**config.mk**
```make
export PLATFORM = sky130hd
export DESIGN_NAME = colormap_linear_interpolator
export DESIGN_NICKNAME = d
export VERILOG_FILES = /design/src/cmli_pkg.sv /design/src/cmli_front.sv /design/src/cmli_table.sv /design/src/cmli_blend.sv /design/src/colormap_linear_interpolator.sv
export SDC_FILE = /design/constraint.sdc
export NUM_CORES = 2
export LEC_CHECK = 0
export BUFFER_PORTS_ARGS = -buffer_cell sky130_fd_sc_hd__buf_2
export CAP_MARGIN = 10
export CORE_MARGIN = 2
export CORE_UTILIZATION = 25
export CTS_CLUSTER_DIAMETER = 120
export DETAILED_ROUTE_END_ITERATION = 12
export GPL_ROUTABILITY_DRIVEN = 0
export SETUP_SLACK_MARGIN = 0.5
export SLEW_MARGIN = 20
export SYNTH_ARGS = -nofsm -noshare
export SYNTH_HDL_FRONTEND = slang
export SYNTH_SLANG_ARGS = --single-unit
```
**constraint.sdc**
```tcl
create_clock -name i_clk -period 10.3 [get_ports i_clk]
set_clock_uncertainty 0.05 [all_clocks]
set_input_delay 0.515 -clock i_clk [delete_from_list [all_inputs] [get_ports i_clk]]
set_output_delay 0.515 -clock i_clk [all_outputs]
set_load 0.02 [all_outputs]
```
**src/cmli_pkg.sv**
```systemverilog
// Shared types and constants for the colormap linear interpolator.
`timescale 1ns / 1ps
`default_nettype none

package cmli_pkg;

    localparam int COLOR_W   = 32;
    localparam int CHAN_W    = 8;
    localparam int NUM_CHAN  = 4;
    localparam int VALUE_W   = 18;
    localparam int INDEX_W   = 4;
    localparam int COUNT_W   = 5;
    localparam int CFG_IDX_W = 2;

    // Configuration register indexes.
    typedef enum logic [CFG_IDX_W-1:0] {
        REG_STOP_COUNT = 2'd0,
        REG_BELOW      = 2'd1,
        REG_ABOVE      = 2'd2
    } t_cfg_reg;

    // How the final color of a map beat is chosen.
    typedef enum logic [2:0] {
        CLS_ZERO,
        CLS_BELOW,
        CLS_ABOVE,
        CLS_STOP,
        CLS_BLEND
    } t_cls;

    // Control that travels with a beat from stage to stage.
    typedef struct packed {
        logic valid;
        logic wr;
        t_cls cls;
    } t_ctl;

endpackage

`default_nettype wire

```
**src/cmli_front.sv**
```systemverilog
// Second pipeline stage: classification of the sample and segment position multiply.
`timescale 1ns / 1ps
`default_nettype none

module cmli_front #(
    parameter int MAX_STOPS       = 16,
    parameter int VALUE_FRAC_BITS = 16,
    parameter int NW              = $clog2(MAX_STOPS + 1)
) (
    input  wire logic                                i_clk,
    input  wire logic                                i_rst_n,
    input  wire logic                                i_valid,
    input  wire logic                                i_func,
    input  wire logic signed [cmli_pkg::VALUE_W-1:0] i_value,
    input  wire logic [cmli_pkg::INDEX_W-1:0]        i_index,
    input  wire logic [cmli_pkg::COLOR_W-1:0]        i_color,
    input  wire logic [cmli_pkg::COUNT_W-1:0]        i_stop_count,
    input  wire logic                                i_next_en,
    output logic                                     o_en,
    output cmli_pkg::t_ctl                           o_ctl,
    output logic [VALUE_FRAC_BITS+NW-1:0]            o_pos,
    output logic [NW-1:0]                            o_last,
    output logic [cmli_pkg::INDEX_W-1:0]             o_index,
    output logic [cmli_pkg::COLOR_W-1:0]             o_color
);
    import cmli_pkg::*;

    localparam int F    = VALUE_FRAC_BITS;
    localparam int PW   = F + NW;
    localparam int CMPW = (F + 2 > VALUE_W) ? F + 2 : VALUE_W;
    localparam int CW   = (NW > COUNT_W) ? NW : COUNT_W;
    localparam logic [CMPW-1:0] ONE_X = {{(CMPW - F - 1){1'b0}}, 1'b1, {F{1'b0}}};
    localparam logic [CW-1:0]   MAX_X = CW'(MAX_STOPS);

    t_ctl             r_ctl;
    logic [PW-1:0]    r_pos;
    logic [NW-1:0]    r_last;
    logic [INDEX_W-1:0] r_index;
    logic [COLOR_W-1:0] r_color;

    logic [CW-1:0]    count_x;
    logic [NW-1:0]    n_stops;
    logic [NW-1:0]    n_last;
    logic [CMPW-1:0]  value_x;
    logic             le_zero;
    logic             ge_one;
    t_cls             n_cls;
    logic [PW-1:0]    n_pos;

    assign o_en = !r_ctl.valid || i_next_en;

    always_comb begin
        count_x = CW'(i_stop_count);
        if (count_x > MAX_X) begin
            n_stops = NW'(MAX_STOPS);
        end else begin
            n_stops = count_x[NW-1:0];
        end
        n_last  = n_stops - NW'(1);
        value_x = CMPW'($unsigned(i_value));
        le_zero = i_value[VALUE_W-1] || (i_value == '0);
        // Only meaningful for a positive sample, which is the only case that reaches it.
        ge_one  = value_x >= ONE_X;

        if (n_stops == '0) begin
            n_cls = CLS_ZERO;
        end else if (le_zero) begin
            n_cls = CLS_BELOW;
        end else if (ge_one) begin
            n_cls = CLS_ABOVE;
        end else if (n_stops == NW'(1)) begin
            n_cls = CLS_STOP;
        end else begin
            n_cls = CLS_BLEND;
        end

        n_pos = PW'(value_x[F-1:0]) * PW'(n_last);
    end

    always_ff @(posedge i_clk) begin
        if (!i_rst_n) begin
            r_ctl <= '{valid: 1'b0, wr: 1'b0, cls: CLS_ZERO};
        end else if (o_en) begin
            r_ctl <= '{valid: i_valid, wr: i_func, cls: n_cls};
        end
    end

    always_ff @(posedge i_clk) begin
        if (o_en) begin
            r_pos   <= n_pos;
            r_last  <= n_last;
            r_index <= i_index;
            r_color <= i_color;
        end
    end

    assign o_ctl   = r_ctl;
    assign o_pos   = r_pos;
    assign o_last  = r_last;
    assign o_index = r_index;
    assign o_color = r_color;

endmodule

`default_nettype wire

```
**src/cmli_table.sv**
```systemverilog
// Third pipeline stage: stop table memory with one write port and two read ports.
`timescale 1ns / 1ps
`default_nettype none

module cmli_table #(
    parameter int MAX_STOPS       = 16,
    parameter int VALUE_FRAC_BITS = 16,
    parameter int NW              = $clog2(MAX_STOPS + 1)
) (
    input  wire logic                         i_clk,
    input  wire logic                         i_rst_n,
    input  cmli_pkg::t_ctl                    i_ctl,
    input  wire logic [VALUE_FRAC_BITS+NW-1:0] i_pos,
    input  wire logic [NW-1:0]                i_last,
    input  wire logic [cmli_pkg::INDEX_W-1:0] i_index,
    input  wire logic [cmli_pkg::COLOR_W-1:0] i_color,
    input  wire logic                         i_next_en,
    output logic                              o_en,
    output cmli_pkg::t_ctl                    o_ctl,
    output logic [cmli_pkg::COLOR_W-1:0]      o_ca,
    output logic [cmli_pkg::COLOR_W-1:0]      o_cb,
    output logic [VALUE_FRAC_BITS-1:0]        o_frac
);
    import cmli_pkg::*;

    localparam int F  = VALUE_FRAC_BITS;
    localparam int AW = (MAX_STOPS > 1) ? $clog2(MAX_STOPS) : 1;
    localparam int IW = ((AW > INDEX_W) ? AW : INDEX_W) + 1;

    logic [COLOR_W-1:0] mem [MAX_STOPS];

    t_ctl               r_ctl;
    logic [COLOR_W-1:0] r_ca;
    logic [COLOR_W-1:0] r_cb;
    logic [F-1:0]       r_frac;

    logic [NW-1:0]      seg;
    logic [AW-1:0]      rd_a;
    logic [AW-1:0]      rd_b;
    logic [IW-1:0]      index_x;
    logic               wr_ok;

    assign o_en = !r_ctl.valid || i_next_en;

    always_comb begin
        seg = i_pos[F+NW-1:F];
        // The segment cannot pass the last pair for a sample below one; kept as a guard.
        if (seg >= i_last) begin
            seg = i_last - NW'(1);
        end
        if (i_ctl.cls == CLS_STOP) begin
            rd_a = '0;
        end else begin
            rd_a = seg[AW-1:0];
        end
        rd_b    = rd_a + AW'(1);
        index_x = IW'(i_index);
        wr_ok   = index_x < IW'(MAX_STOPS);
    end

    always_ff @(posedge i_clk) begin
        if (o_en && i_ctl.valid && i_ctl.wr && wr_ok) begin
            mem[index_x[AW-1:0]] <= i_color;
        end
    end

    always_ff @(posedge i_clk) begin
        if (o_en) begin
            r_ca   <= mem[rd_a];
            r_cb   <= mem[rd_b];
            r_frac <= i_pos[F-1:0];
        end
    end

    // Stop writes end here; only map beats go on.
    always_ff @(posedge i_clk) begin
        if (!i_rst_n) begin
            r_ctl <= '{valid: 1'b0, wr: 1'b0, cls: CLS_ZERO};
        end else if (o_en) begin
            r_ctl <= '{valid: i_ctl.valid && !i_ctl.wr, wr: 1'b0, cls: i_ctl.cls};
        end
    end

    assign o_ctl  = r_ctl;
    assign o_ca   = r_ca;
    assign o_cb   = r_cb;
    assign o_frac = r_frac;

endmodule

`default_nettype wire

```
**src/cmli_blend.sv**
```systemverilog
// Fourth pipeline stage: per-channel blend lanes, color selection and output register.
`timescale 1ns / 1ps
`default_nettype none

module cmli_blend #(
    parameter int VALUE_FRAC_BITS = 16
) (
    input  wire logic                         i_clk,
    input  wire logic                         i_rst_n,
    input  cmli_pkg::t_ctl                    i_ctl,
    input  wire logic [cmli_pkg::COLOR_W-1:0] i_ca,
    input  wire logic [cmli_pkg::COLOR_W-1:0] i_cb,
    input  wire logic [VALUE_FRAC_BITS-1:0]   i_frac,
    input  wire logic [cmli_pkg::COLOR_W-1:0] i_below,
    input  wire logic [cmli_pkg::COLOR_W-1:0] i_above,
    input  wire logic                         i_out_stall,
    output logic                              o_en,
    output logic                              o_valid,
    output logic [cmli_pkg::COLOR_W-1:0]      o_rgba
);
    import cmli_pkg::*;

    localparam int F  = VALUE_FRAC_BITS;
    localparam int MW = F + CHAN_W + 1;
    localparam int SW = MW + 1;
    localparam logic [F:0] ONE = {1'b1, {F{1'b0}}};

    logic               r_valid;
    logic [COLOR_W-1:0] r_rgba;

    logic [F:0]         frac_inv;
    logic [SW-1:0]      lane_sum [NUM_CHAN];
    logic [COLOR_W-1:0] mixed;
    logic [COLOR_W-1:0] n_rgba;

    assign o_en = !r_valid || !i_out_stall;

    always_comb begin
        frac_inv = ONE - (F + 1)'(i_frac);
        for (int k = 0; k < NUM_CHAN; k++) begin
            lane_sum[k] = SW'(MW'(i_ca[k*CHAN_W +: CHAN_W]) * MW'(frac_inv))
                        + SW'(MW'(i_cb[k*CHAN_W +: CHAN_W]) * MW'(i_frac));
            mixed[k*CHAN_W +: CHAN_W] = lane_sum[k][F +: CHAN_W];
        end
    end

    always_comb begin
        unique case (i_ctl.cls)
            CLS_ZERO:  n_rgba = '0;
            CLS_BELOW: n_rgba = i_below;
            CLS_ABOVE: n_rgba = i_above;
            CLS_STOP:  n_rgba = i_ca;
            CLS_BLEND: n_rgba = mixed;
            default:   n_rgba = '0;
        endcase
    end

    always_ff @(posedge i_clk) begin
        if (!i_rst_n) begin
            r_valid <= 1'b0;
        end else if (o_en) begin
            r_valid <= i_ctl.valid;
        end
    end

    always_ff @(posedge i_clk) begin
        if (o_en) begin
            r_rgba <= n_rgba;
        end
    end

    assign o_valid = r_valid;
    assign o_rgba  = r_rgba;

endmodule

`default_nettype wire

```
**src/colormap_linear_interpolator.sv**
```systemverilog
// Top level of the colormap linear interpolator: input stage, registers and pipeline.
`timescale 1ns / 1ps
`default_nettype none

// Maps a signed fixed-point sample (VALUE_FRAC_BITS fraction bits) to an RGBA color by
// linear interpolation between up to MAX_STOPS equally spaced stops held in a small table.
// A beat with i_func high writes one stop if its index is below MAX_STOPS and yields no
// result; a beat with i_func low yields exactly one color. Samples at or below zero give
// the below color, samples at or above one give the above color, a stop count of zero
// gives black with zero alpha, and a count of one gives stop zero. The block takes one
// beat per clock while the output is not stalled and passes it through four register
// stages: input register, classification and segment multiply, table read, then blend
// and output register. Stops are written in the third stage, so a map beat right behind
// a stop write already sees the new stop. Table entries have no reset value; reading a
// stop that was never written returns whatever the memory holds. Configuration registers
// should be written only when no beat is in flight.
module colormap_linear_interpolator #(
    parameter int MAX_STOPS       = 16,
    parameter int VALUE_FRAC_BITS = 16
) (
    input  wire logic                                i_clk,
    input  wire logic                                i_rst_n,
    // Configuration write port.
    input  wire logic                                i_cfg_we,
    input  wire logic [cmli_pkg::CFG_IDX_W-1:0]      i_cfg_index,
    input  wire logic [cmli_pkg::COLOR_W-1:0]        i_cfg_data,
    // Input channel.
    input  wire logic                                i_in_valid,
    output logic                                     o_in_stall,
    input  wire logic                                i_func,
    input  wire logic signed [cmli_pkg::VALUE_W-1:0] i_map_value,
    input  wire logic [cmli_pkg::INDEX_W-1:0]        i_stop_index,
    input  wire logic [cmli_pkg::COLOR_W-1:0]        i_stop_color,
    // Output channel.
    output logic                                     o_out_valid,
    input  wire logic                                i_out_stall,
    output logic [cmli_pkg::CHAN_W-1:0]              o_red,
    output logic [cmli_pkg::CHAN_W-1:0]              o_green,
    output logic [cmli_pkg::CHAN_W-1:0]              o_blue,
    output logic [cmli_pkg::CHAN_W-1:0]              o_alpha
);
    import cmli_pkg::*;

    localparam int NW = $clog2(MAX_STOPS + 1);
    localparam int PW = VALUE_FRAC_BITS + NW;

    // Configuration registers.
    logic [COUNT_W-1:0] r_stop_count;
    logic [COLOR_W-1:0] r_below;
    logic [COLOR_W-1:0] r_above;

    // Input register stage.
    logic                       r1_valid;
    logic                       r1_func;
    logic signed [VALUE_W-1:0]  r1_value;
    logic [INDEX_W-1:0]         r1_index;
    logic [COLOR_W-1:0]         r1_color;
    logic                       s1_en;

    // Links between the pipeline stages.
    logic               s2_en;
    t_ctl               s2_ctl;
    logic [PW-1:0]      s2_pos;
    logic [NW-1:0]      s2_last;
    logic [INDEX_W-1:0] s2_index;
    logic [COLOR_W-1:0] s2_color;

    logic               s3_en;
    t_ctl               s3_ctl;
    logic [COLOR_W-1:0] s3_ca;
    logic [COLOR_W-1:0] s3_cb;
    logic [VALUE_FRAC_BITS-1:0] s3_frac;

    logic               s4_en;
    logic [COLOR_W-1:0] s4_rgba;

    // Register writes. An index with no register behind it is dropped.
    always_ff @(posedge i_clk) begin
        if (!i_rst_n) begin
            r_stop_count <= '0;
            r_below      <= '0;
            r_above      <= '0;
        end else if (i_cfg_we) begin
            unique case (i_cfg_index)
                REG_STOP_COUNT: r_stop_count <= i_cfg_data[COUNT_W-1:0];
                REG_BELOW:      r_below      <= i_cfg_data;
                REG_ABOVE:      r_above      <= i_cfg_data;
                default:        ;
            endcase
        end
    end

    // Each stage loads when it is empty or the stage after it moves, so bubbles collapse
    // and the input is stalled only when every stage holds a beat and the output waits.
    assign s1_en      = !r1_valid || s2_en;
    assign o_in_stall = !s1_en;

    always_ff @(posedge i_clk) begin
        if (!i_rst_n) begin
            r1_valid <= 1'b0;
        end else if (s1_en) begin
            r1_valid <= i_in_valid;
        end
    end

    always_ff @(posedge i_clk) begin
        if (s1_en) begin
            r1_func  <= i_func;
            r1_value <= i_map_value;
            r1_index <= i_stop_index;
            r1_color <= i_stop_color;
        end
    end

    cmli_front #(
        .MAX_STOPS       (MAX_STOPS),
        .VALUE_FRAC_BITS (VALUE_FRAC_BITS),
        .NW              (NW)
    ) u_front (
        .i_clk        (i_clk),
        .i_rst_n      (i_rst_n),
        .i_valid      (r1_valid),
        .i_func       (r1_func),
        .i_value      (r1_value),
        .i_index      (r1_index),
        .i_color      (r1_color),
        .i_stop_count (r_stop_count),
        .i_next_en    (s3_en),
        .o_en         (s2_en),
        .o_ctl        (s2_ctl),
        .o_pos        (s2_pos),
        .o_last       (s2_last),
        .o_index      (s2_index),
        .o_color      (s2_color)
    );

    cmli_table #(
        .MAX_STOPS       (MAX_STOPS),
        .VALUE_FRAC_BITS (VALUE_FRAC_BITS),
        .NW              (NW)
    ) u_table (
        .i_clk     (i_clk),
        .i_rst_n   (i_rst_n),
        .i_ctl     (s2_ctl),
        .i_pos     (s2_pos),
        .i_last    (s2_last),
        .i_index   (s2_index),
        .i_color   (s2_color),
        .i_next_en (s4_en),
        .o_en      (s3_en),
        .o_ctl     (s3_ctl),
        .o_ca      (s3_ca),
        .o_cb      (s3_cb),
        .o_frac    (s3_frac)
    );

    cmli_blend #(
        .VALUE_FRAC_BITS (VALUE_FRAC_BITS)
    ) u_blend (
        .i_clk       (i_clk),
        .i_rst_n     (i_rst_n),
        .i_ctl       (s3_ctl),
        .i_ca        (s3_ca),
        .i_cb        (s3_cb),
        .i_frac      (s3_frac),
        .i_below     (r_below),
        .i_above     (r_above),
        .i_out_stall (i_out_stall),
        .o_en        (s4_en),
        .o_valid     (o_out_valid),
        .o_rgba      (s4_rgba)
    );

    // Packed color: red in the top byte, alpha in the low byte.
    assign o_red   = s4_rgba[3*CHAN_W +: CHAN_W];
    assign o_green = s4_rgba[2*CHAN_W +: CHAN_W];
    assign o_blue  = s4_rgba[1*CHAN_W +: CHAN_W];
    assign o_alpha = s4_rgba[0*CHAN_W +: CHAN_W];

    // The input can only be held back by a full pipe sitting behind a stalled result.
    a_stall_needs_full_pipe: assert property (@(posedge i_clk) disable iff (!i_rst_n)
        o_in_stall |-> (o_out_valid && i_out_stall && r1_valid && s2_ctl.valid
                        && s3_ctl.valid))
        else $error("input stalled while the pipeline had room");

    // A beat leaving the input register must land in the next stage.
    a_stage1_moves: assert property (@(posedge i_clk) disable iff (!i_rst_n)
        (r1_valid && s1_en) |=> s2_ctl.valid)
        else $error("beat lost between input register and second stage");

    // A result after an idle output cycle appears only when a map beat sat in the table stage.
    a_result_has_source: assert property (@(posedge i_clk) disable iff (!i_rst_n)
        (o_out_valid && !$past(o_out_valid)) |-> $past(s3_ctl.valid))
        else $error("result produced without a beat behind it");

endmodule

`default_nettype wire
```
==> results.md <==
Drt:
- The via density per instance is 4.729.
- The sum of routed wire segments on met1 is 79470 um.
- Signal routing reaches up to met5.
- The pre-antenna-repair detailed-routing pass consisted of 6 iterations.
- For this block, the routed nets add up to 206400 um of wire.
- After detailed routing, the number of remaining DRC violations is 0.
- In this run the remaining antenna-violating nets after routing total 0.
- The routed layout has between 40000 and 50000 vias.
- The number of DRC markers after the initial detailed-route iteration is between 3000 and 4000.
- Wire segments on met3 add up to between 10000 and 15000 um in the final route.
- The average routed wire per standard cell is between 20 and 25 um.
- The routed design uses ~100000 um of met2 wire.

Timing:
- The worst-margin pin slew is 1.263 ns.
- The number of max-slew violations in the final report was 0.
- The shortest period the worst path allows is 8.593 ns.
- The setup slack of the critical path after layout is 1.707 ns.
- Headroom to the max-slew limit came out at roughly 16%.
- After layout, the worst path uses 83.43% of the clock period.
- Setup violations remaining at the end of the flow were counted as 0.
- Setup repair after global routing left no endpoint under its margin.
- The achievable clock frequency is 116.4 MHz.
- In the final timing run, aggregate negative setup slack is 0 ns.
- The total count of hold-check failures in the final report is 0.

Yosys:
- The adder-cell share of the synthesized area is 31.61%.
- The unique cell type count in the Yosys netlist is 67.
- By area the synthesized netlist is led by edfxtp_1 32%, fa_1 26%, inv_1 5.7%, ha_1 5.7%, nand2_1 5.1%.
- The area share of the largest cell type after synthesis is between 30% and 40%.
- In the synthesized netlist the dominant register cell turns out to be edfxtp_1.
- Of the total synthesized cell area, the portion taken by AND, OR, NAND and NOR gates is 12.02%.
- Averaged over all synthesized cells, the footprint is 11.45 um2.
- Counting instances in the post-synthesis netlist gives the leading cell types as 1048 x inv_1, 929 x nand2_1, 890 x fa_1.
- The cell count after synthesis came out at 5997.
- The fraction of the mapped netlist area in compound gates is between 4 and 5%.
- The largest family of logic cells by synthesized area is adder cells.
- The biggest area consumer among synthesized cells is edfxtp_1.
- Yosys mapped a number of flops with a built-in enable equal to 741.
- The XOR/XNOR share of the synthesized area is 1.148%.
- When the netlist entered floorplanning its net count stood at ~7300.
- Of all flip-flops after synthesis, the portion carrying an async set or reset was 0%.
- The dominant cell by count in the synthesized netlist is inv_1.
- The synthesized design contains 821 register bits.
- The multiplexer share of the synthesized area is 7.790%.
- The number of warnings reported in the yosys synthesis log is 0.
- In this run the cell area of the synthesized design comes to 68680 um2.
- Sequential elements use 34.73% of the synthesized area.

Die:
- The region available for standard cell placement spans between 200000 and 300000 um2.
- The floorplan step defined a die boundary enclosing 278900 um2.
- The die is 528.1 um tall.
- The row count is 192.
- The chip width is 528.1 um.
- The initial utilization of the core area, before any placement, comes to 25.12%.
- The top-level I/O count is about 130.

GRT:
- The global-route usage over all layers is 14.83%.
- The first-pass GRT wire length is between 300000 and 400000 um.
- The number of global-route vias before repair came to between 40000 and 50000.
- The largest net degree at the start of global routing is 153.
- The total overflow reported by the global router is 0.
- The number of antenna violations at the first check in global routing is 20.

Clocking:
- TritonCTS built the clock tree.
- The clock latency on the worst-skew pair is 0.73 ns.
- The number of setup buffers added after CTS is 0.
- The clock sink count is 821.
- The clock tree root buffer cell is clkbuf_16.
- The maximum level of the CTS H-tree is 3.
- Clock-pin slew was measured on the worst setup and hold paths at 0.06 ns.
- TritonCTS created 87 clock buffers.
- The number of buffers on the longest clock path is 3.

Worst setup path:
- The critical path is of the reg -> reg type.
- The number of cells traversed by the worst register-to-register path is 22.
- At the worst endpoint, the required time is 10.67 ns.
- Along the worst path, the maximum fanout reaches 20.
- The startpoint of the worst register-to-register path is u_table.o_frac[4]$_DFFE_PP_.
- The terminus of the critical flop-to-flop path is u_blend.o_rgba[7]$_DFFE_PP_.
- The register-to-register setup slack is 1.71 ns.
- Data arrives at the worst endpoint at 8.96 ns.
- STA classifies the critical path startpoint as a flop.
- The type of element capturing the critical path is a flop.

Outcome:
- The run finished with clean final reports.

Final layout:
- The net total in the final layout is 7334.
- The utilization after layout is between 20 and 30%.
- The post-route netlist has roughly a tenth of its cells at a drive strength greater than 1.
- The signed area change from the synthesized netlist to the final layout is 12.40%.
- The number of cells in the finished layout apart from fillers is 9721.
- The fill cell total of the finished layout is 27960.

Hold path:
- The hold-critical path endpoint is r_below[9]$_SDFFE_PN0P_.
- Along the worst hold path, the cell count comes to 3.
- The startpoint identified for the worst hold timing path is i_cfg_data[9].
- The worst hold path class is in -> reg.

Place:
- The cell count after placement is 9475.
- The quantity of I/O buffers inserted on ports is 127.
- OpenSTA, run right after detailed placement, puts the worst setup slack at 1.717 ns.
- The half-perimeter wire length after placement is 141300 um.

Job:
- Across the run, the number of max-cap violations was 0.
==> critical path, stage by stage (launching register included) <==
cell	delay, ns
edfxtp_1	0.71
buf_4	0.36
or3_1	0.52
xor2_2	0.71
buf_4	0.45
nand2_1	0.13
fa_1	0.55
fa_1	0.47
fa_1	0.56
inv_1	0.07
fa_1	0.57
fa_1	0.44
fa_1	0.46
ha_1	0.30
a21o_1	0.18
a2111oi_0	0.38
o21a_1	0.17
a21oi_1	0.15
a41oi_1	0.40
nand2_1	0.16
a41oi_1	0.26
xnor2_1	0.15
o22ai_1	0.10
==> timing repair <==
item                                   4_1_cts  5_1_grt
resized for setup                            0        0
endpoints found under the hold margin       65        0
hold buffers                                63        0
==> sequential cells by signal, summed over array words and instances, names as in the netlist, 5 cells and up <==
name,flops
u_table.mem,512
r1_color,32
r_above,32
r_below,32
u_blend.o_rgba,32
u_front.o_color,32
u_table.o_ca,32
u_table.o_cb,32
u_front.o_pos,21
r1_value,18
u_table.o_frac,16
r_stop_count,5
u_front.o_ctl,5
u_front.o_last,5
==> layer usage <==
metal  vias to the layer above  GRT usage, %
met2                      1971         25.67
met5                         -             0
met3                       452         2.111
met1                     23950         18.25
li1                      19590             -
met4                        12         6.590
==> cells by family (layout without fill, tap and decap cells) <==
family | count (synthesis) | count (layout)
other | 0 | 23
DFF | 821 | 821
and+or+nand+nor | 1704 | 1704
muxes | 323 | 323
AOI/OAI and AO/OA | 458 | 458
adders and majority gates | 1201 | 1201
buffers and inverters | 1400 | 1512
xor gates and xnor gates | 90 | 90
==> worst max-delay path by stage <==
stage | slack, ns | end | depth (start not counted) | startpoint
2_1_floorplan | 2.81 | u_blend.o_rgba[7]$_DFFE_PP_ | 26 | u_table.o_frac[6]$_DFFE_PP_
3_3_place_gp | 1.92 | u_blend.o_rgba[7]$_DFFE_PP_ | 22 | u_table.o_frac[4]$_DFFE_PP_
3_5_place_dp | 1.72 | u_blend.o_rgba[7]$_DFFE_PP_ | 22 | u_table.o_frac[4]$_DFFE_PP_
4_1_cts | 1.75 | u_blend.o_rgba[7]$_DFFE_PP_ | 22 | u_table.o_frac[4]$_DFFE_PP_
5_1_grt | 1.19 | u_blend.o_rgba[7]$_DFFE_PP_ | 24 | u_table.o_frac[6]$_DFFE_PP_
6_report | 1.71 | u_blend.o_rgba[7]$_DFFE_PP_ | 22 | u_table.o_frac[4]$_DFFE_PP_
==> cell type report <==
type	instances	area, um2	area share (%)
multi-input combinational	3776	39790	51.54
sequential	821	23850	30.90
antenna	23	57.56	0.07456
timing repair buffer	303	2165	2.804
clock inverter	55	595.6	0.7715
tap	3589	4491	5.817
inverter	1050	3951	5.119
clock buffer	104	2293	2.971
==> cells in the final DEF (no fill, tap or decap), drive strengths merged, types with 24 or more instances in the layout <==
| master | count |
|---|---|
| mux4 | 160 |
| a21o | 30 |
| clkinv | 41 |
| a21boi | 72 |
| o22ai | 31 |
| xnor2 | 63 |
| a221oi | 32 |
| a32oi | 63 |
| a22oi | 33 |
| dfxtp | 80 |
| dlygate4sd3 | 63 |
| inv | 1056 |
| o2111ai | 32 |
| and4 | 32 |
| nand2 | 929 |
| mux2 | 32 |
| fa | 890 |
| xor2 | 27 |
| ha | 311 |
| edfxtp | 741 |
| o21ai | 59 |
| mux2i | 131 |
| buf | 240 |
| clkbuf | 104 |
| a21oi | 45 |
| nor2 | 51 |
| nor2b | 27 |
| and2 | 550 |
| nor3 | 24 |
==> stage by stage <==
| step | hold slack (ns) | area [um2] |
|---|---|---|
| after CTS | 0.0004647 | 77110 |
| after global placement | 0.3522 | 73540 |
| after floorplan | 0.3503 | 68680 |
| after global routing | 0.02182 | 77180 |
| after detailed placement | 0.3545 | 73590 |
| final | 0.03569 | 77190 |
Power is left out: the tool's default activity adds up to more than one toggle a clock period on the data nets, which glitch-free logic cannot reach.
